--- config.mk ---
export PLATFORM = sky130hd
export DESIGN_NAME = pfd_front
export DESIGN_NICKNAME = d
export VERILOG_FILES = /design/src/sv/pfd_pkg.sv /design/src/sv/pfd_front.sv
export SDC_FILE = /design/constraint.sdc
export NUM_CORES = 1
export LEC_CHECK = 0
export BUFFER_PORTS_ARGS = -buffer_cell sky130_fd_sc_hd__buf_2
export CAP_MARGIN = 5
export CORE_MARGIN = 10
export CORE_UTILIZATION = 50
export CTS_BUF_LIST = sky130_fd_sc_hd__clkbuf_2
export CTS_CLUSTER_DIAMETER = 50
export DETAILED_ROUTE_END_ITERATION = 16
export HOLD_SLACK_MARGIN = 0.02
export PLACE_DENSITY_LB_ADDON = 0.05
export SLEW_MARGIN = 20
export SYNTH_ARGS = -nofsm -noshare
export SYNTH_HDL_FRONTEND = slang
export SYNTH_SLANG_ARGS = --single-unit
--- constraint.sdc ---
create_clock -name clk -period 17.3 [get_ports clk]
set_input_delay 1.73 -clock clk [delete_from_list [all_inputs] [get_ports clk]]
set_output_delay 1.73 -clock clk [all_outputs]
set_load 0.02 [all_outputs]
--- src/sv/pfd_pkg.sv ---
`default_nettype none
package pfd_pkg;

  // Default storage sizes handed to the top level.
  localparam int MAX_LINE_DEF = 2048;
  localparam int MAX_ROWS_DEF = 2048;
  localparam int MIDQ_DEPTH   = 2;

  // Configuration register indexes.
  localparam logic [1:0] REG_MODE         = 2'd0;
  localparam logic [1:0] REG_LINE_WIDTH   = 2'd1;
  localparam logic [1:0] REG_FRAME_HEIGHT = 2'd2;

  // Mode codes; the unused code behaves as pass-through.
  localparam logic [1:0] MODE_PASS  = 2'd0;
  localparam logic [1:0] MODE_FIELD = 2'd1;
  localparam logic [1:0] MODE_BLEND = 2'd2;

  // Plane codes.
  localparam logic [1:0] PLANE_Y = 2'd0;
  localparam logic [1:0] PLANE_V = 2'd2;
  localparam logic [1:0] PLANE_X = 2'd3;

  // Register reset values.
  localparam logic [1:0]  MODE_RST   = MODE_PASS;
  localparam logic [11:0] WIDTH_RST  = 12'd720;
  localparam logic [11:0] HEIGHT_RST = 12'd480;

  typedef struct packed {
    logic [7:0] pixel;
    logic [1:0] plane;
    logic       first_of_plane;
  } pfd_in_t;

  typedef struct packed {
    logic [7:0]  out_pixel;
    logic [1:0]  out_plane;
    logic [10:0] out_row;
    logic [10:0] out_col;
  } pfd_out_t;

  // A classified item on its way from the front to the back.
  typedef struct packed {
    logic [7:0]  pixel;
    logic [1:0]  plane;
    logic [10:0] blend_row;
    logic [10:0] copy_row;
    logic [10:0] col;
    logic        emit_blend;
    logic        emit_copy;
    logic        luma;
  } pfd_item_t;

endpackage
`default_nettype wire

--- src/sv/pfd_front.sv ---
`default_nettype none
module pfd_front #(
  parameter int MAX_LINE = pfd_pkg::MAX_LINE_DEF,
  parameter int MAX_ROWS = pfd_pkg::MAX_ROWS_DEF
) (
  input  wire logic                        clk,
  input  wire logic                        rst_n,
  input  wire logic                        cfg_we,
  input  wire logic [1:0]                  cfg_index,
  input  wire logic [11:0]                 cfg_wdata,
  input  wire logic                        accept,
  input  wire pfd_pkg::pfd_in_t            in_data,
  output pfd_pkg::pfd_item_t               item,
  output logic [$clog2(MAX_LINE)-1:0]      item_addr
);

  localparam int CW  = $clog2(MAX_LINE);
  localparam int CCW = $clog2(MAX_LINE + 1);
  localparam int RCW = $clog2(MAX_ROWS + 1);
  localparam int DWW = (CCW > 12) ? CCW : 12;
  localparam int DHW = (RCW > 12) ? RCW : 12;

  logic [1:0]     mode_r;
  logic [11:0]    line_width_r;
  logic [11:0]    frame_height_r;
  logic [CCW-1:0] col_cnt_r, col_cnt_nxt;
  logic [RCW-1:0] row_cnt_r, row_cnt_nxt;
  logic [1:0]     plane_r, plane_nxt;

  logic [DWW-1:0] w_ext;
  logic [DHW-1:0] h_ext;
  logic [CCW-1:0] w, pw, col_base, col;
  logic [RCW-1:0] h, ph, row_base, row_inc, row, kept, row_m1;
  logic [1:0]     pl_in;
  logic           luma;
  logic [CW+10:0]  col_ext;
  logic [RCW+10:0] row_ext, row_m1_ext, half_ext;

  // Configuration registers.
  always_ff @(posedge clk) begin
    if (!rst_n) begin
      mode_r         <= pfd_pkg::MODE_RST;
      line_width_r   <= pfd_pkg::WIDTH_RST;
      frame_height_r <= pfd_pkg::HEIGHT_RST;
    end else if (cfg_we) begin
      case (cfg_index)
        pfd_pkg::REG_MODE:         mode_r         <= cfg_wdata[1:0];
        pfd_pkg::REG_LINE_WIDTH:   line_width_r   <= cfg_wdata;
        pfd_pkg::REG_FRAME_HEIGHT: frame_height_r <= cfg_wdata;
        default: ;
      endcase
    end
  end

  // Saturate the geometry to the supported range.
  always_comb begin
    w_ext = DWW'(line_width_r);
    h_ext = DHW'(frame_height_r);
    if (w_ext < DWW'(2)) begin
      w = CCW'(2);
    end else if (w_ext > DWW'(MAX_LINE)) begin
      w = CCW'(MAX_LINE);
    end else begin
      w = w_ext[CCW-1:0];
    end
    if (h_ext < DHW'(2)) begin
      h = RCW'(2);
    end else if (h_ext > DHW'(MAX_ROWS)) begin
      h = RCW'(MAX_ROWS);
    end else begin
      h = h_ext[RCW-1:0];
    end
  end

  // Position of the incoming byte: plane latch, then column and row wrap.
  always_comb begin
    pl_in = (in_data.plane == pfd_pkg::PLANE_X) ? pfd_pkg::PLANE_V : in_data.plane;
    if (in_data.first_of_plane) begin
      plane_nxt = pl_in;
      col_base  = '0;
      row_base  = '0;
    end else begin
      plane_nxt = plane_r;
      col_base  = col_cnt_r;
      row_base  = row_cnt_r;
    end
    luma = (plane_nxt == pfd_pkg::PLANE_Y);
    pw   = luma ? w : (w >> 1);
    ph   = luma ? h : (h >> 1);
    if (col_base >= pw) begin
      col     = '0;
      row_inc = row_base + RCW'(1);
    end else begin
      col     = col_base;
      row_inc = row_base;
    end
    row         = (row_inc >= ph) ? '0 : row_inc;
    col_cnt_nxt = col + CCW'(1);
    row_cnt_nxt = row;
  end

  // Classify the byte into the results it causes.
  always_comb begin
    kept       = luma ? (h >> 1) : (h >> 2);
    row_m1     = row - RCW'(1);
    col_ext    = (CW + 11)'(col[CW-1:0]);
    row_ext    = (RCW + 11)'(row);
    row_m1_ext = (RCW + 11)'(row_m1);
    half_ext   = (RCW + 11)'(row >> 1);
    item.pixel      = in_data.pixel;
    item.plane      = plane_nxt;
    item.col        = col_ext[10:0];
    item.blend_row  = row_m1_ext[10:0];
    item.luma       = luma;
    item.emit_blend = 1'b0;
    item.emit_copy  = 1'b1;
    item.copy_row   = row_ext[10:0];
    if (mode_r == pfd_pkg::MODE_FIELD) begin
      item.emit_copy = !row[0] && ((row >> 1) < kept);
      item.copy_row  = half_ext[10:0];
    end else if (mode_r == pfd_pkg::MODE_BLEND && luma) begin
      item.emit_blend = (row >= RCW'(2));
      item.emit_copy  = (row == '0) || (row == ph - RCW'(1));
    end
    item_addr = col[CW-1:0];
  end

  // Position counters advance on every accepted byte.
  always_ff @(posedge clk) begin
    if (!rst_n) begin
      col_cnt_r <= '0;
      row_cnt_r <= '0;
      plane_r   <= pfd_pkg::PLANE_Y;
    end else if (accept) begin
      col_cnt_r <= col_cnt_nxt;
      row_cnt_r <= row_cnt_nxt;
      plane_r   <= plane_nxt;
    end
  end

endmodule
`default_nettype wire

==> Word level (Yosys, flattened, before mapping) <==
Cells that the tools add are included.
{ "op_classes": {"add_sub_neg": 4, "order_cmp": 8, "eq_ne": 6, "n_mux": 18, "n_reduce_logical": 10} }
{ "ops": {"columns": ["operator", "n"], "rows": [
  ["2-to-1 mux 12 bit", 11],
  ["adder 12 x 1 -> 12 bit, second input constant", 2],
  [">= comparator 12 bit", 2],
  ["> comparator 12 bit, second input constant", 2],
  ["less-than comparator 12 x 2 -> 1 bit, second input constant", 2],
  ["2-to-1 mux 11 bit", 2],
  ["equality test 12 bit", 1],
  [">= comparator 12 x 2 -> 1 bit, second input constant", 1],
  ["zero test 12 bit", 1],
  ["subtractor 12 x 1 -> 12 bit, second input constant", 1],
  ["less-than comparator 11 bit", 1],
  ["subtractor 11 x 1 -> 11 bit, second input constant", 1],
  ["equality test 2 bit, second input constant", 3],
  ["2-to-1 mux 2 bit", 3],
  ["AND reduction 2 bit", 3],
  ["equality test 2 x 1 -> 1 bit, second input constant", 2],
  ["zero test 2 bit", 2],
  ["logical AND 1 bit", 2],
  ["2-to-1 mux 1 bit", 2],
  ["zero test 1 bit", 1],
  ["logical OR 1 bit", 1]
]} }
{ "totals": {"ff_bits": 52, "in_bits": 29, "output_inout_bits": 57, "elab_cells": 52} }

==> Longest topological paths before layout <==
{ "depth": {"depth_word": 13, "ltp_mapped": 34, "mapped_depth_nobuf": 30} }

==> Least setup slack after synthesis <==
OpenSTA, ideal clock, no wires.
{ "synth_timing": {"path_type": "input -> output", "start": "in in_data[0] (netlist name)", "end": "out item[1] (netlist name)", "t_arrival_ns": 8.240, "t_required_ns": 15.570, "slack_ns": 7.330, "path_stages": 32, "path_buffers": 4, "path_cell_list": "clkbuf_1 -> nor3_1 -> nor2_1 -> inv_1 -> clkbuf_1 -> buf_1 -> nand2_1 -> a21o_1 -> ha_1 -> nand4_2 -> or2_1 -> o32a_4 -> a211oi_1 -> mux2i_1 -> inv_1 -> ha_1 -> nand4_1 -> o311a_1 -> or2_2 -> buf_2 -> nand2_1 -> inv_1 -> ha_1 -> a21o_1 -> a21oi_1 -> nor2b_1 -> o211ai_1 -> a31oi_1 -> o31a_1 -> a21oi_2 -> nand4_1 -> o41ai_2"} }
{ "synth_lines": {"columns": ["item", "line", "text"], "rows": [
  ["start, declared", "pfd_front.sv:12", "input wire pfd_pkg::pfd_in_t in_data,"],
  ["end, declared", "pfd_front.sv:13", "output pfd_pkg::pfd_item_t item,"]
]} }

==> flow_summary.toml <==
[status]
status = "finished, final reports clean"

[final_layout]
drive_gt1_share_pct = 15.4
layout_commonest_cell = "nand2_1"
final_cell_mix = "nand2_1, buf_2, dfxtp_1"
syn2layout_area_growth_pct = 5.94
fin_util_pct = 53.9
fin_nets = 797
final_cells = 865
diodes = 0
n_fill_cell = 1049

[worst_hold_path]
worstHoldPathType = "flip-flop to flip-flop"

[setup_path]
crit_arrival_ns = 9.27
path_class = "primary input to output port"
cp_max_fo = 43
cp.required_ns = 15.57
path_common_cell = "ha_1"
reg2reg_slack_ns = 11.26
slowest_delay_ns = 0.58
cp.depth = 33
cpMaxStageDelayCell = "o32ai_2"
rr_endpoint = "row_cnt_r[4]$_SDFFE_PN0P_"
rr_worst_depth = 21
startpoint = "in_data[0]"
cp_top_family = "compound AO/OA/AOI/OAI gates"
crit_path_end_kind = "output port"
crit_end = "item[1]"
crit_buf_inv = 6
rr_startpoint = "plane_r[1]$_SDFFE_PN0P_"
start_kind = "primary input"

[clocking]
cts_root_buf = "clkbuf_2"
htree_levels = 2
clk_path_buf_depth = 2
postCtsHoldBufs = 0
insertion_delay_ns = 0.47
cts_setup_buffers = 0
cts_tree = "yes"
clkSinkCount = 52
cts_resized = 0
cts.reportedPaths.clkPinSlew_ns = 0.26
cts-buffers-inserted = 5

[synthesis]
syn_avg_cell_area_um2 = 7.44
synth_ff_type = "dfxtp_1"
synthCells = 699
synth-seq-cells = 52
synth_area_um2 = 5200
ys_warn_count = 0
synth_edf_count = 0
synthArstFlopShare_pct = 0
syn-num-nets = 768
ys_seq_area_share_pct = 20.0
synth_cell_types = 77

[floorplan]
fp.dieH_um = 122
die-area_um2 = 14900
ios = 86
initial_utilization_pct = 50.9
core_area_um2 = 10200
dieWidth_um = 122
num_rows = 37

[placement]
place_congestion = 0.902
preCtsSetupSlack_ns = 6.38
hpwl_mm = 12.1
port_buffers = 69
dp_cells = 857

[timing]
slew_headroom_pct = 38.9
slew_violations = 0
tns_ns = 0
finalCriticalPeriod_ns = 11.00
fin_ws_ns = 6.30
finalHoldViolations = 0
setup_viol = 0
skew_ns = 0.0425
fmax_ghz = 0.0909
post-route-period-util_pct = 63.6
worst_pin_slew_ns = 0.891
rsz0062_at_grt = "false"

[routing]
drt_iter0_drc = 329
wirelength_mm = 15.3
drtPass1Iterations = 5
drcViolationCount = 0
via_per_inst = 5.80
wire_per_inst_um = 17.6
vias = 5014
ant_nets = 0

[global_route]
grt_pass1_wl_mm = 24.9
antenna_found_initial = 0
grt_max_degree = 53
grt_pass1_vias = 4956
grt_remaining_overflow = 0
track_usage_pct = 20.3

[power_and_ir_drop]
p_per_area_nw_per_um2 = 44.4
vdd.ir_drop.worst_v = 0.0000293
power_leakage_nw = 2.35

[job]
drv_cap = 0
[cell type report]
class / instances / area, um^2 / share of cell area [%]
multi-input combinational: 568 / 3780 / 68.6
timing repair buffer: 72 / 368 / 6.67
tap: 136 / 170 / 3.09
inverter: 29 / 109 / 1.97
sequential: 52 / 1040 / 18.9
clock buffer: 6 / 30.0 / 0.545
clock inverter: 2 / 13.8 / 0.250
[Yosys cell counts (19+ instances only)]
cell | count | area share (%)
nor2b_1 | 40 | 4.8
clkbuf_1 | 23 | 1.7
buf_4 | 20 | 2.9
o21ai_0 | 35 | 3.4
xnor2_1 | 26 | 4.4
ha_1 | 40 | 9.6
dfxtp_1 | 52 | 20
a21oi_1 | 27 | 2.6
a21boi_0 | 21 | 3.0
nor3_1 | 19 | 1.8
nor2_1 | 35 | 2.5
nand3_1 | 26 | 2.5
nand2_1 | 120 | 8.7
inv_1 | 26 | 1.9
[flip-flops by register name, indices dropped and copies added (netlist names)]
signal	count
line_width_r	12
row_cnt_r	12
col_cnt_r	12
plane_r	2
mode_r	2
frame_height_r	12
[routing by layer]
layer	vias up	global-route usage [%]	share of wire (%)
met5	-	0	0
met3	21	3.61	5.9
met1	2343	25.2	44
met2	154	34.9	48
met4	0	5.89	1.7
li1	2496	-	-
[cells by family (layout without fill, tap and decap cells)]
kind of cell	after synthesis	after routing	synth area share, %
buffers and inverters	79	109	7.33
DFF	52	52	20.0
muxes	22	22	4.42
AOI/OAI and AO/OA	156	156	22.2
adders and majority gates	40	40	9.62
and+or+nand+nor	318	318	31.1
xor gates and xnor gates	32	32	5.39
[power by group]
group	internal [W]	leakage, nW	total (W)	switching [W]
Combinational	0.0000256	1.90	0.0000649	0.0000394
Clock	0.0000110	0.0334	0.0000525	0.0000416
Sequential	0.000123	0.422	0.000127	0.00000389
[metrics by stage]
step | hold WS (ns) | instance area (um^2) | total power [W]
after floorplan | 0.455 | 5200 | 0.000179
after global placement | 0.465 | 5470 | 0.000192
after detailed placement | 0.472 | 5470 | 0.000194
after CTS | 0.529 | 5510 | 0.000248
after global routing | 0.549 | 5510 | 0.000260
final | 0.521 | 5510 | 0.000245
[tightest hold or removal path, cell delays in order, from the launching register on]
cell and delay, ns:
dfxtp_1 0.40, nand2_1 0.06, a21boi_0 0.06
[worst min path at each step]
stage | depth (start not counted) | startpoint | endpoint
global route | 1 | col_cnt_r[0]$_SDFFE_PN0P_ | col_cnt_r[0]$_SDFFE_PN0P_
finish | 2 | line_width_r[0]$_SDFFE_PN0P_ | line_width_r[0]$_SDFFE_PN0P_
detailed placement | 1 | col_cnt_r[0]$_SDFFE_PN0P_ | col_cnt_r[0]$_SDFFE_PN0P_
CTS | 2 | line_width_r[0]$_SDFFE_PN0P_ | line_width_r[0]$_SDFFE_PN0P_
floorplan | 1 | col_cnt_r[0]$_SDFFE_PN0P_ | col_cnt_r[0]$_SDFFE_PN0P_
global placement | 1 | col_cnt_r[0]$_SDFFE_PN0P_ | col_cnt_r[0]$_SDFFE_PN0P_
Power figures use the tool's default switching activity.
