===== src/sv/pfd_pkg.sv =====
`default_nettype none
package pfd_pkg;

  // Default storage sizes handed to the top level.
  localparam int MAX_LINE_DEF = 2048;
  localparam int MAX_ROWS_DEF = 2048;
  localparam int MIDQ_DEPTH   = 2;

  // Configuration register indexes.
  localparam logic [1:0] REG_MODE         = 2'd0;
  localparam logic [1:0] REG_LINE_WIDTH   = 2'd1;
  localparam logic [1:0] REG_FRAME_HEIGHT = 2'd2;

  // Mode codes; the unused code behaves as pass-through.
  localparam logic [1:0] MODE_PASS  = 2'd0;
  localparam logic [1:0] MODE_FIELD = 2'd1;
  localparam logic [1:0] MODE_BLEND = 2'd2;

  // Plane codes.
  localparam logic [1:0] PLANE_Y = 2'd0;
  localparam logic [1:0] PLANE_V = 2'd2;
  localparam logic [1:0] PLANE_X = 2'd3;

  // Register reset values.
  localparam logic [1:0]  MODE_RST   = MODE_PASS;
  localparam logic [11:0] WIDTH_RST  = 12'd720;
  localparam logic [11:0] HEIGHT_RST = 12'd480;

  typedef struct packed {
    logic [7:0] pixel;
    logic [1:0] plane;
    logic       first_of_plane;
  } pfd_in_t;

  typedef struct packed {
    logic [7:0]  out_pixel;
    logic [1:0]  out_plane;
    logic [10:0] out_row;
    logic [10:0] out_col;
  } pfd_out_t;

  // A classified item on its way from the front to the back.
  typedef struct packed {
    logic [7:0]  pixel;
    logic [1:0]  plane;
    logic [10:0] blend_row;
    logic [10:0] copy_row;
    logic [10:0] col;
    logic        emit_blend;
    logic        emit_copy;
    logic        luma;
  } pfd_item_t;

endpackage
`default_nettype wire


===== src/sv/pfd_queue.sv =====
`default_nettype none
module pfd_queue #(
  parameter int WIDTH = 8,
  parameter int DEPTH = pfd_pkg::MIDQ_DEPTH
) (
  input  wire logic             clk,
  input  wire logic             rst_n,
  input  wire logic             push,
  input  wire logic [WIDTH-1:0] wdata,
  output logic                  full,
  input  wire logic             pop,
  output logic [WIDTH-1:0]      rdata,
  output logic                  empty
);

  localparam int PW = (DEPTH > 1) ? $clog2(DEPTH) : 1;
  localparam int NW = $clog2(DEPTH + 1);

  logic [WIDTH-1:0] slot_r [DEPTH];
  logic [PW-1:0]    wp_r, rp_r;
  logic [NW-1:0]    cnt_r;
  logic             do_push, do_pop;

  assign full    = (cnt_r == NW'(DEPTH));
  assign empty   = (cnt_r == '0);
  assign do_push = push && !full;
  assign do_pop  = pop && !empty;
  assign rdata   = slot_r[rp_r];

  // Storage slots.
  always_ff @(posedge clk) begin
    if (do_push) begin
      slot_r[wp_r] <= wdata;
    end
  end

  // Pointers and fill count.
  always_ff @(posedge clk) begin
    if (!rst_n) begin
      wp_r  <= '0;
      rp_r  <= '0;
      cnt_r <= '0;
    end else begin
      if (do_push) begin
        wp_r <= (wp_r == PW'(DEPTH - 1)) ? '0 : wp_r + PW'(1);
      end
      if (do_pop) begin
        rp_r <= (rp_r == PW'(DEPTH - 1)) ? '0 : rp_r + PW'(1);
      end
      cnt_r <= cnt_r + NW'(do_push) - NW'(do_pop);
    end
  end

endmodule
`default_nettype wire


===== config.mk =====
export PLATFORM = sky130hd
export DESIGN_NAME = pfd_queue
export DESIGN_NICKNAME = d
export VERILOG_FILES = /design/src/sv/pfd_pkg.sv /design/src/sv/pfd_queue.sv
export SDC_FILE = /design/constraint.sdc
export NUM_CORES = 1
export LEC_CHECK = 0
export BUFFER_PORTS_ARGS = -buffer_cell sky130_fd_sc_hd__buf_2
export CORE_UTILIZATION = 40
export DETAILED_ROUTE_END_ITERATION = 7
export PLACE_DENSITY = 0.64
export REMOVE_ABC_BUFFERS = 1
export SETUP_SLACK_MARGIN = 0.02
export SLEW_MARGIN = 20
export SYNTH_ARGS = -nofsm -noshare
export SYNTH_HDL_FRONTEND = slang
export SYNTH_SLANG_ARGS = --single-unit

===== constraint.sdc =====
create_clock -name clk -period 2 [get_ports clk]
set_clock_uncertainty 0.05 [all_clocks]
set_input_delay 0.4 -clock clk [delete_from_list [all_inputs] [get_ports clk]]
set_output_delay 0.4 -clock clk [all_outputs]
set_load 0.02 [all_outputs]

# Word level (Yosys, flattened, before mapping)

Memories as Yosys holds them, arrays and structs flattened. A register that Yosys moved wholly into a read port is not among the register bits.
Index checks and enable logic that the tools add are counted.

Register bits: 4
RAM bits: 16
Memories: 1
Output and inout bits: 10
Input bits: 12
Logic and storage cells: 20

Add/sub/neg operators: 4
Eq/ne operators: 1
Muxes and demuxes: 6
Reductions and logical operators: 5

Memory list:

| memory | depth | width | rd ports | clocked after memory_dff | wr ports | RTL line        | text |
|---|---|---|---|---|---|---|---|
| slot_r | 2     | 8     | 1        | 1                        | 1        | pfd_queue.sv:19 | `logic [WIDTH-1:0] slot_r [DEPTH];` |

Operator list:

| cell                  | count |
|---|---|
| $mux W1               | 6 |
| $add A1 B1 Y1 const B | 2 |
| $add A2 B1 Y2         | 1 |
| $eq A2 B2 Y1 const B  | 1 |
| $logic_and A1 B1 Y1   | 2 |
| $logic_not A1 Y1      | 2 |
| $logic_not A2 Y1      | 1 |
| $sub A2 B1 Y2         | 1 |

# Depth between registers and ports, before layout

Gate-level depths: netlist of the first run.

Depth in word-level cells: 5
Gate-level depth with buffers: 8

# Worst setup path before layout of the first run

Ideal clock, no wire load.

Kind: register -> register
From: reg cnt_r[0]
To: reg cnt_r[1]
Period minus slack after synthesis: 1.590 ns
Setup slack: 0.410 ns
Stages on the path, launching flop included: 9
Arrival time: 1.462 ns
Data required time: 1.872 ns
Path through: dfxtp_1 nand2b_1 nand2_1 ha_1 inv_1 ha_1 xor2_1 and2_2 nor3_1

Cells in the longest elaborated chain, start to end: 5

RTL lines:

| item                   | RTL line        | text |
|---|---|---|
| from (decl)            | pfd_queue.sv:21 | `logic [NW-1:0] cnt_r;` |
| from (signal assigned) | pfd_queue.sv:50 | `cnt_r <= cnt_r + NW'(do_push) - NW'(do_pop);` |
| $eq A2 B2 Y1           | pfd_queue.sv:24 | `assign full = (cnt_r == NW'(DEPTH));` |
| $logic_not A1 Y1       | pfd_queue.sv:26 | `assign do_push = push && !full;` |
| $logic_and A1 B1 Y1    | pfd_queue.sv:26 |  |
| $add A2 B1 Y2          | pfd_queue.sv:50 |  |
| $sub A2 B1 Y2 *        | pfd_queue.sv:50 |  |

Mark *: on every way between the ends. The rest lies on a longest branch, timed or not.
A chain may end at the register's enable or synchronous reset.

==> load_flow_metrics.sql, run 1 <==
INSERT INTO impl_metrics (metric_group, metric, value, unit) VALUES
('status', 'outcome', 'finished, final reports clean', ''),
('timing', 'totalNegativeSetupSlack', '0', 'ns'),
('setup_path', 'worst_path_largest_cell_delay', '0.55', 'ns'),
('die', 'core', '1820', 'um^2'),
('setup_path', 'startpoint_class', 'register', ''),
('die', 'floorplan.die_area', '2210', 'um^2'),
('routing', 'vias', '460', ''),
('global_routing', 'antenna_violations_before_repair', '0', ''),
('layout', 'seq_area', '581', 'um^2'),
('routing', 'met3_length', '42', 'um'),
('logic_synthesis', 'avgSynthCellArea', '15.6', 'um^2'),
('logic_synthesis', 'syn_inst', '52', ''),
('setup_path', 'critical_path.endpoint_type', 'primary output', ''),
('layout', 'synthToLayoutAreaGrowth', '20.5', '%'),
('routing', 'drtAntennaViolNets', '0', ''),
('setup_path', 'cp_data_arrival_time', '1.37', 'ns'),
('timing', 'report.final.setup_viol', '0', ''),
('layout', 'final_layout_size_suffix_gt1_share', '46.8', '%'),
('layout', 'multi_input_comb_area', '215', 'um^2'),
('timing', 'post-route-period-util', '91.2', '%'),
('setup_path', 'worstPathMaxFanout', '8', ''),
('routing', 'post_drt_wl_per_cell', '10.6', 'um'),
('routing', 'met2WireLength', '506', 'um'),
('clocking', 'clock_transition_time_at_the_flip_flop_clock_pins_of_the_worst_setup_and_hold_paths', '0.11', 'ns'),
('logic_synthesis', 'post_synthesis_sequential_element_count', '21', ''),
('clocking', 'cts_resized', '0', ''),
('pwr', 'internal_power', '839', 'uW'),
('logic_synthesis', 'synth.yosys.warnings', '0', ''),
('timing', 'postLayoutSetupSlackWorst', '0.176', 'ns'),
('clocking', 'postCtsHoldBufs', '0', ''),
('global_routing', 'grtUsageTotal', '11.5', '%'),
('pwr', 'p_clk_share', '15.2', '%'),
('clocking', 'clk_root_buffer_cell', 'sky130_fd_sc_hd__clkbuf_4', ''),
('clocking', 'tritoncts_num_sinks', '21', ''),
('die', 'die_h', '47.1', 'um'),
('routing', 'drc_errors', '0', ''),
('routing', 'uppermost_layer_routed', 'met4', ''),
('clocking', 'cts_tree', 'built', ''),
('setup_path', 'worstSetupPathType', 'register to primary output', ''),
('clocking', 'worst_skew_pair.late_latency', '0.29', 'ns'),
('routing', 'post_drt_via_cell_ratio', '4.51', ''),
('die', 'row_count', '15', ''),
('pwr', 'sequential_power_share', '50.4', '%'),
('logic_synthesis', 'synth.yosys.seq_area_share', '71.5', '%'),
('setup_path', 'cells_traversed_along_the_worst_timing_path', 'mux2_2 > buf_2', ''),
('setup_path', 'cp_top_family', 'flip-flops', ''),
('placement', 'pre_cts_ws', '0.323', 'ns'),
('setup_path', 'critical_path_buffer_and_inverter_count', '1', ''),
('timing', 'max_slew.worst_pin.slew', '0.411', 'ns'),
('global_routing', 'grt_pass1_wl', '1.64', 'mm'),
('pwr', 'cellPowerDensity', '1280', 'nW/um^2'),
('clocking', 'cts_max_path_buffers', '2', ''),
('pwr', 'power_frac_comb', '34.5', '%'),
('pwr', 'ir_drop', '670', 'uV'),
('routing', 'first_iter_violations', '10', ''),
('clocking', 'cts_setup_buffers', '0', ''),
('routing', 'drt-met1-wl', '520', 'um'),
('pwr', 'sw_frac_of_total', '32.8', '%'),
('placement', 'port-buffer-count', '21', ''),
('routing', 'finalWirelength', '1.08', 'mm'),
('logic_synthesis', 'synth.distinct_cells', '17', ''),
('layout', 'fillerInstances', '169', ''),
('layout', 'finalNetCount', '92', ''),
('timing', 'hold_violations', '0', ''),
('run', 'timing.max_cap.violations', '0', ''),
('timing', 'maximum_achievable_frequency', '548', 'MHz'),
('global_routing', 'maximum_number_of_pins_on_one_net_before_global_route_repair', '13', ''),
('setup_path', 'slowest_stage', 'sky130_fd_sc_hd__dfxtp_1', ''),
('placement', 'final_weighted_congestion_of_routability_driven_global_placement', '0.807', ''),
('layout', 'antenna_cells', '0', ''),
('global_routing', 'globalRouteOverflowTotal', '0', '');
-- placed cells by master, fill, tap and decap left out --
cell                       count
sky130_fd_sc_hd__clkinv_2      1
sky130_fd_sc_hd__nor3_1        1
sky130_fd_sc_hd__buf_4         1
sky130_fd_sc_hd__o21a_2        1
sky130_fd_sc_hd__and3_1        1
sky130_fd_sc_hd__edfxtp_1     16
sky130_fd_sc_hd__and2_2        1
sky130_fd_sc_hd__clkbuf_4      3
sky130_fd_sc_hd__xnor2_1       1
sky130_fd_sc_hd__inv_1         3
sky130_fd_sc_hd__mux2i_1       1
sky130_fd_sc_hd__dfxtp_1       5
sky130_fd_sc_hd__and2_1        1
sky130_fd_sc_hd__nor2_1        5
sky130_fd_sc_hd__buf_2        21
sky130_fd_sc_hd__nand2_1       2
sky130_fd_sc_hd__xor2_1        1
sky130_fd_sc_hd__nand2b_1      2
sky130_fd_sc_hd__mux2_2        8
sky130_fd_sc_hd__ha_1          2
-- cells in the mapped netlist --
master | instances | area, um^2
sky130_fd_sc_hd__nand2_1 | 2 | 7.51
sky130_fd_sc_hd__and3_1 | 1 | 6.26
sky130_fd_sc_hd__dfxtp_1 | 5 | 100
sky130_fd_sc_hd__nor3_1 | 1 | 5.00
sky130_fd_sc_hd__xor2_1 | 1 | 8.76
sky130_fd_sc_hd__edfxtp_1 | 16 | 480
sky130_fd_sc_hd__o21a_2 | 1 | 8.76
sky130_fd_sc_hd__and2_2 | 1 | 7.51
sky130_fd_sc_hd__xnor2_1 | 1 | 8.76
sky130_fd_sc_hd__ha_1 | 2 | 25.0
sky130_fd_sc_hd__buf_2 | 1 | 5.00
sky130_fd_sc_hd__mux2i_1 | 1 | 10.0
sky130_fd_sc_hd__nor2_1 | 5 | 18.8
sky130_fd_sc_hd__inv_1 | 3 | 11.3
sky130_fd_sc_hd__nand2b_1 | 2 | 12.5
sky130_fd_sc_hd__and2_1 | 1 | 6.26
sky130_fd_sc_hd__mux2_2 | 8 | 90.1
-- worst register-to-register path, stage by stage (launching register included) --
cell and delay, ns:
sky130_fd_sc_hd__dfxtp_1 0.39, sky130_fd_sc_hd__nand2b_1 0.15, sky130_fd_sc_hd__nand2_1 0.10, sky130_fd_sc_hd__ha_1 0.28, sky130_fd_sc_hd__inv_1 0.04, sky130_fd_sc_hd__ha_1 0.18
sky130_fd_sc_hd__xor2_1 0.15, sky130_fd_sc_hd__and2_2 0.18, sky130_fd_sc_hd__nor3_1 0.11
-- per-stage QoR --
| stage | area, um^2 | util (%) | hold slack [ns] | cells |
|---|---|---|---|---|
| after floorplan | 807 | - | 0.405 | 51 |
| after global placement | 951 | 52.2 | 0.420 | 98 |
| after detailed placement | 951 | 52.2 | 0.435 | 98 |
| after CTS | 978 | 53.7 | 0.227 | 102 |
| after global routing | 978 | 53.7 | 0.220 | 102 |
| final | 978 | 53.7 | 0.239 | 102 |
-- power by group through the flow --
stage / Clock, mW / Combinational [mW] / Sequential (mW)
global placement: 0 / 0.429 / 0.636
global route: 0.215 / 0.476 / 0.642
detailed placement: 0 / 0.434 / 0.640
finish: 0.189 / 0.430 / 0.629
floorplan: 0 / 0.315 / 0.623
CTS: 0.200 / 0.435 / 0.630
-- per-layer routing --
| metal | vias up | GRT usage (%) |
|---|---|---|
| li1 | 236 | - |
| met1 | 209 | 13.9 |
| met2 | 13 | 18.1 |
| met3 | 2 | 3.46 |
| met4 | 0 | 6.86 |
| met5 | - | 0 |
-- layout make-up --
class                      count  share of cell area, %
clock buffer                   3                   2.30
clock inverter                 1                  0.512
inverter                       3                   1.15
multi-input combinational     27                   22.0
sequential                    21                   59.3
tap                           25                   3.20
timing repair buffer          22                   11.5
-- cell families after synthesis --
logic type	after synthesis	share of synthesized area (%)
compound gates	1	1.08
xor+xnor	2	2.16
simple gates	13	7.86
buf+inv	4	2.00
flops	21	71.5
mux	9	12.3
fa+ha+maj	2	3.08
-- flip-flops by register name (all words and copies together) (netlist names), named ones only --
signal	count
slot_r	16
cnt_r	2
rp_r	1
wp_r	1
-- path summary, 6_finish.rpt --
check | start | end | slack, ns | cells after the start
worst max register to register | cnt_r[0] | cnt_r[1] | 0.30 | 8
worst min register to register | wp_r | wp_r | 0.45 | 2
worst min-delay path | wdata[2] | slot_r[0][2] | 0.24 | 1
worst max-delay path | register | rdata[2] | 0.18 | 2
No activity file was read; power rests on OpenSTA's default activity.
==> run 2, diff against run 1 <==
--- a/config.mk
+++ b/config.mk
@@ -9,7 +9,6 @@
 export CORE_UTILIZATION = 40
 export DETAILED_ROUTE_END_ITERATION = 7
 export PLACE_DENSITY = 0.64
-export REMOVE_ABC_BUFFERS = 1
 export SETUP_SLACK_MARGIN = 0.02
 export SLEW_MARGIN = 20
 export SYNTH_ARGS = -nofsm -noshare
==> run 2 against run 1 <==
  * Largest power group unchanged
  * Combinational power rose by 2%
  * Sequential power barely moved
  * Setup slack got worse by 0.011 ns
  * Routed wire length rose by 7.3%
  * Highest routed layer is now met3
  * Die area did not move
==> load_flow_metrics.sql, run 2 (synthesized netlist as in run 1, its figures left out) <==
INSERT INTO impl_metrics (metric_group, metric, value, unit) VALUES
('routing', 'post_drt_via_cell_ratio', '4.59', ''),
('die', 'io_pins', '22', ''),
('timing', 'hold_violations', '0', ''),
('timing', 'maximum_achievable_frequency', '545', 'MHz'),
('timing', 'report.final.setup_viol', '0', ''),
('timing', 'grt_setup_unrepaired', 'no', ''),
('routing', 'drc_errors', '0', ''),
('setup_path', 'crit-reg2reg-capture', 'cnt_r[1]', ''),
('layout', 'multi_input_comb_area', '215', 'um^2'),
('pwr', 'sw_frac_of_total', '33.3', '%'),
('clocking', 'tritoncts_num_sinks', '21', ''),
('clocking', 'clock_transition_time_at_the_flip_flop_clock_pins_of_the_worst_setup_and_hold_paths', '0.11', 'ns'),
('pwr', 'switching_power_summed_over_all_nets', '419', 'uW'),
('die', 'die_h', '47.1', 'um'),
('setup_path', 'worstPathMaxFanout', '8', ''),
('pwr', 'internal_power', '840', 'uW'),
('clocking', 'cts_tree', 'built', ''),
('status', 'outcome', 'finished, final reports clean', ''),
('timing', 'slew_violations', '0', ''),
('layout', 'layout_top_registers', 'slot_r x16, cnt_r x2', ''),
('logic_synthesis', 'synth_nets', '66', ''),
('layout', 'final_layout_size_suffix_gt1_share', '46.8', '%'),
('clocking', 'worst_skew_pair.late_latency', '0.29', 'ns'),
('routing', 'finalWirelength', '1.16', 'mm'),
('clocking', 'clk_root_buffer_cell', 'sky130_fd_sc_hd__clkbuf_4', ''),
('die', 'row_count', '15', ''),
('placement', 'final_weighted_congestion_of_routability_driven_global_placement', '0.754', ''),
('setup_path', 'startpoint_class', 'register', ''),
('layout', 'finalInstanceArea', '978', 'um^2'),
('layout', 'layout_common_cells', 'sky130_fd_sc_hd__buf_2, sky130_fd_sc_hd__edfxtp_1, sky130_fd_sc_hd__mux2_2', ''),
('setup_path', 'critical_path.endpoint_type', 'primary output', ''),
('setup_path', 'cp_top_family', 'flip-flops', ''),
('hold_path', 'hold_path.class', 'input pin to register', ''),
('routing', 'post_drt_wl_per_cell', '11.3', 'um'),
('setup_path', 'r2r.worst_path.cells', '8', ''),
('clocking', 'cts-htree-levels', '1', ''),
('routing', 'drtAntennaViolNets', '0', ''),
('layout', 'layout.cells.most_common', 'sky130_fd_sc_hd__buf_2', ''),
('clocking', 'cts_setup_buffers', '0', ''),
('layout', 'final_core_utilization', '53.7', '%'),
('global_routing', 'first_global_vias', '448', ''),
('global_routing', 'maximum_number_of_pins_on_one_net_before_global_route_repair', '13', ''),
('setup_path', 'cp_data_arrival_time', '1.39', 'ns'),
('layout', 'seq_area', '581', 'um^2'),
('timing', 'max_slew.worst_pin.slew', '0.412', 'ns'),
('pwr', 'p_clk_share', '15.3', '%'),
('layout', 'fillerInstances', '167', ''),
('global_routing', 'grt_pass1_wl', '1.75', 'mm'),
('routing', 'drt_pass1_iterations', '4', ''),
('layout', 'synthToLayoutAreaGrowth', '20.5', '%'),
('setup_path', 'slowest_stage', 'sky130_fd_sc_hd__dfxtp_1', ''),
('layout', 'largest_register', 'slot_r', ''),
('global_routing', 'globalRouteOverflowTotal', '0', ''),
('placement', 'pre_cts_ws', '0.263', 'ns'),
('setup_path', 'cells_traversed_along_the_worst_timing_path', 'mux2_2 > buf_2', ''),
('timing', 'post-route-min-period', '1.84', 'ns'),
('setup_path', 'reg2reg_slack', '0.23', 'ns'),
('clocking', 'postCtsHoldBufs', '0', ''),
('clocking', 'numCtsBuffers', '3', ''),
('die', 'core', '1820', 'um^2'),
('clocking', 'cts_resized', '0', ''),
('routing', 'vias', '468', ''),
('global_routing', 'antenna_violations_before_repair', '0', ''),
('pwr', 'sequential_power_share', '49.8', '%'),
('pwr', 'ir_drop', '827', 'uV'),
('pwr', 'power_frac_comb', '34.8', '%'),
('clocking', 'cts_max_path_buffers', '2', ''),
('run', 'timing.max_cap.violations', '0', ''),
('timing', 'max_slew_margin', '72.5', '%'),
('setup_path', 'worstSetupPathType', 'register to primary output', ''),
('setup_path', 'regToRegStartpoint', 'cnt_r[0]', ''),
('global_routing', 'grtUsageTotal', '11.9', '%'),
('setup_path', 'critical_path_buffer_and_inverter_count', '1', ''),
('layout', 'finalNetCount', '92', ''),
('routing', 'first_iter_violations', '9', ''),
('timing', 'totalNegativeSetupSlack', '0', 'ns'),
('layout', 'max_reg_flops', '16', ''),
('setup_path', 'critPathCapture', 'rdata[6]', ''),
('placement', 'hpwlAfterDp', '815', 'um'),
('timing', 'post-route-period-util', '91.8', '%'),
('layout', 'antenna_cells', '0', ''),
('placement', 'port-buffer-count', '21', ''),
('setup_path', 'worst_path_largest_cell_delay', '0.55', 'ns'),
('setup_path', 'crit_cells', '2', ''),
('die', 'floorplan.die_area', '2210', 'um^2'),
('placement', 'dpl-instance-area', '951', 'um^2'),
('die', 'die_width', '47.1', 'um'),
('timing', 'postLayoutSetupSlackWorst', '0.164', 'ns'),
('die', 'initial_utilization', '44.6', '%'),
('pwr', 'power_leakage', '0.414', 'nW'),
('pwr', 'cellPowerDensity', '1290', 'nW/um^2'),
('setup_path', 'worstPathRequired', '1.55', 'ns');
-- run 2: cell counts in the layout (fill, tap and decap cells not counted) --
No cell type changed its count.
-- run 2: layout make-up --
cell class	instances	area share [%]
Clock inverter	1	0.512
Multi-Input combinational cell	27	22.0
Clock buffer	3	2.30
Inverter	3	1.15
Tap cell	25	3.20
Sequential cell	21	59.3
Timing Repair Buffer	22	11.5
-- run 2: stage by stage --
| stage | total power [mW] | cells | hold WS (ns) |
|---|---|---|---|
| 2_1_floorplan | 0.944 | 52 | 0.405 |
| 3_3_place_gp | 1.06 | 98 | 0.420 |
| 3_5_place_dp | 1.08 | 98 | 0.441 |
| 4_1_cts | 1.28 | 102 | 0.224 |
| 5_1_grt | 1.34 | 102 | 0.223 |
| 6_report | 1.26 | 102 | 0.238 |
-- run 2: metal layers --
layer	vias to the layer above	global-route usage, %	part of all wire (%)
li1	235	-	-
met1	215	13.1	44
met2	18	21.4	51
met3	0	2.31	4.3
met4	0	6.86	0
met5	-	0	0
-- run 2: worst min-delay path by stage --
| stage | startpoint | end | slack (ns) | cells after the start |
|---|---|---|---|---|
| global placement | wp_r | wp_r | 0.42 | 2 |
| CTS | wdata[1] | slot_r[0][1] | 0.22 | 1 |
| detailed placement | wp_r | wp_r | 0.44 | 2 |
| floorplan | wp_r | wp_r | 0.40 | 2 |
| finish | wdata[0] | slot_r[1][0] | 0.24 | 1 |
| global route | wdata[1] | slot_r[1][1] | 0.22 | 1 |
-- run 2: power by group through the flow --
stage,combinational (mW),clock [mW],sequential [mW]
global route,0.486,0.211,0.643
finish,0.439,0.193,0.627
CTS,0.447,0.202,0.631
global placement,0.428,0,0.636
detailed placement,0.439,0,0.640
floorplan,0.337,0,0.607
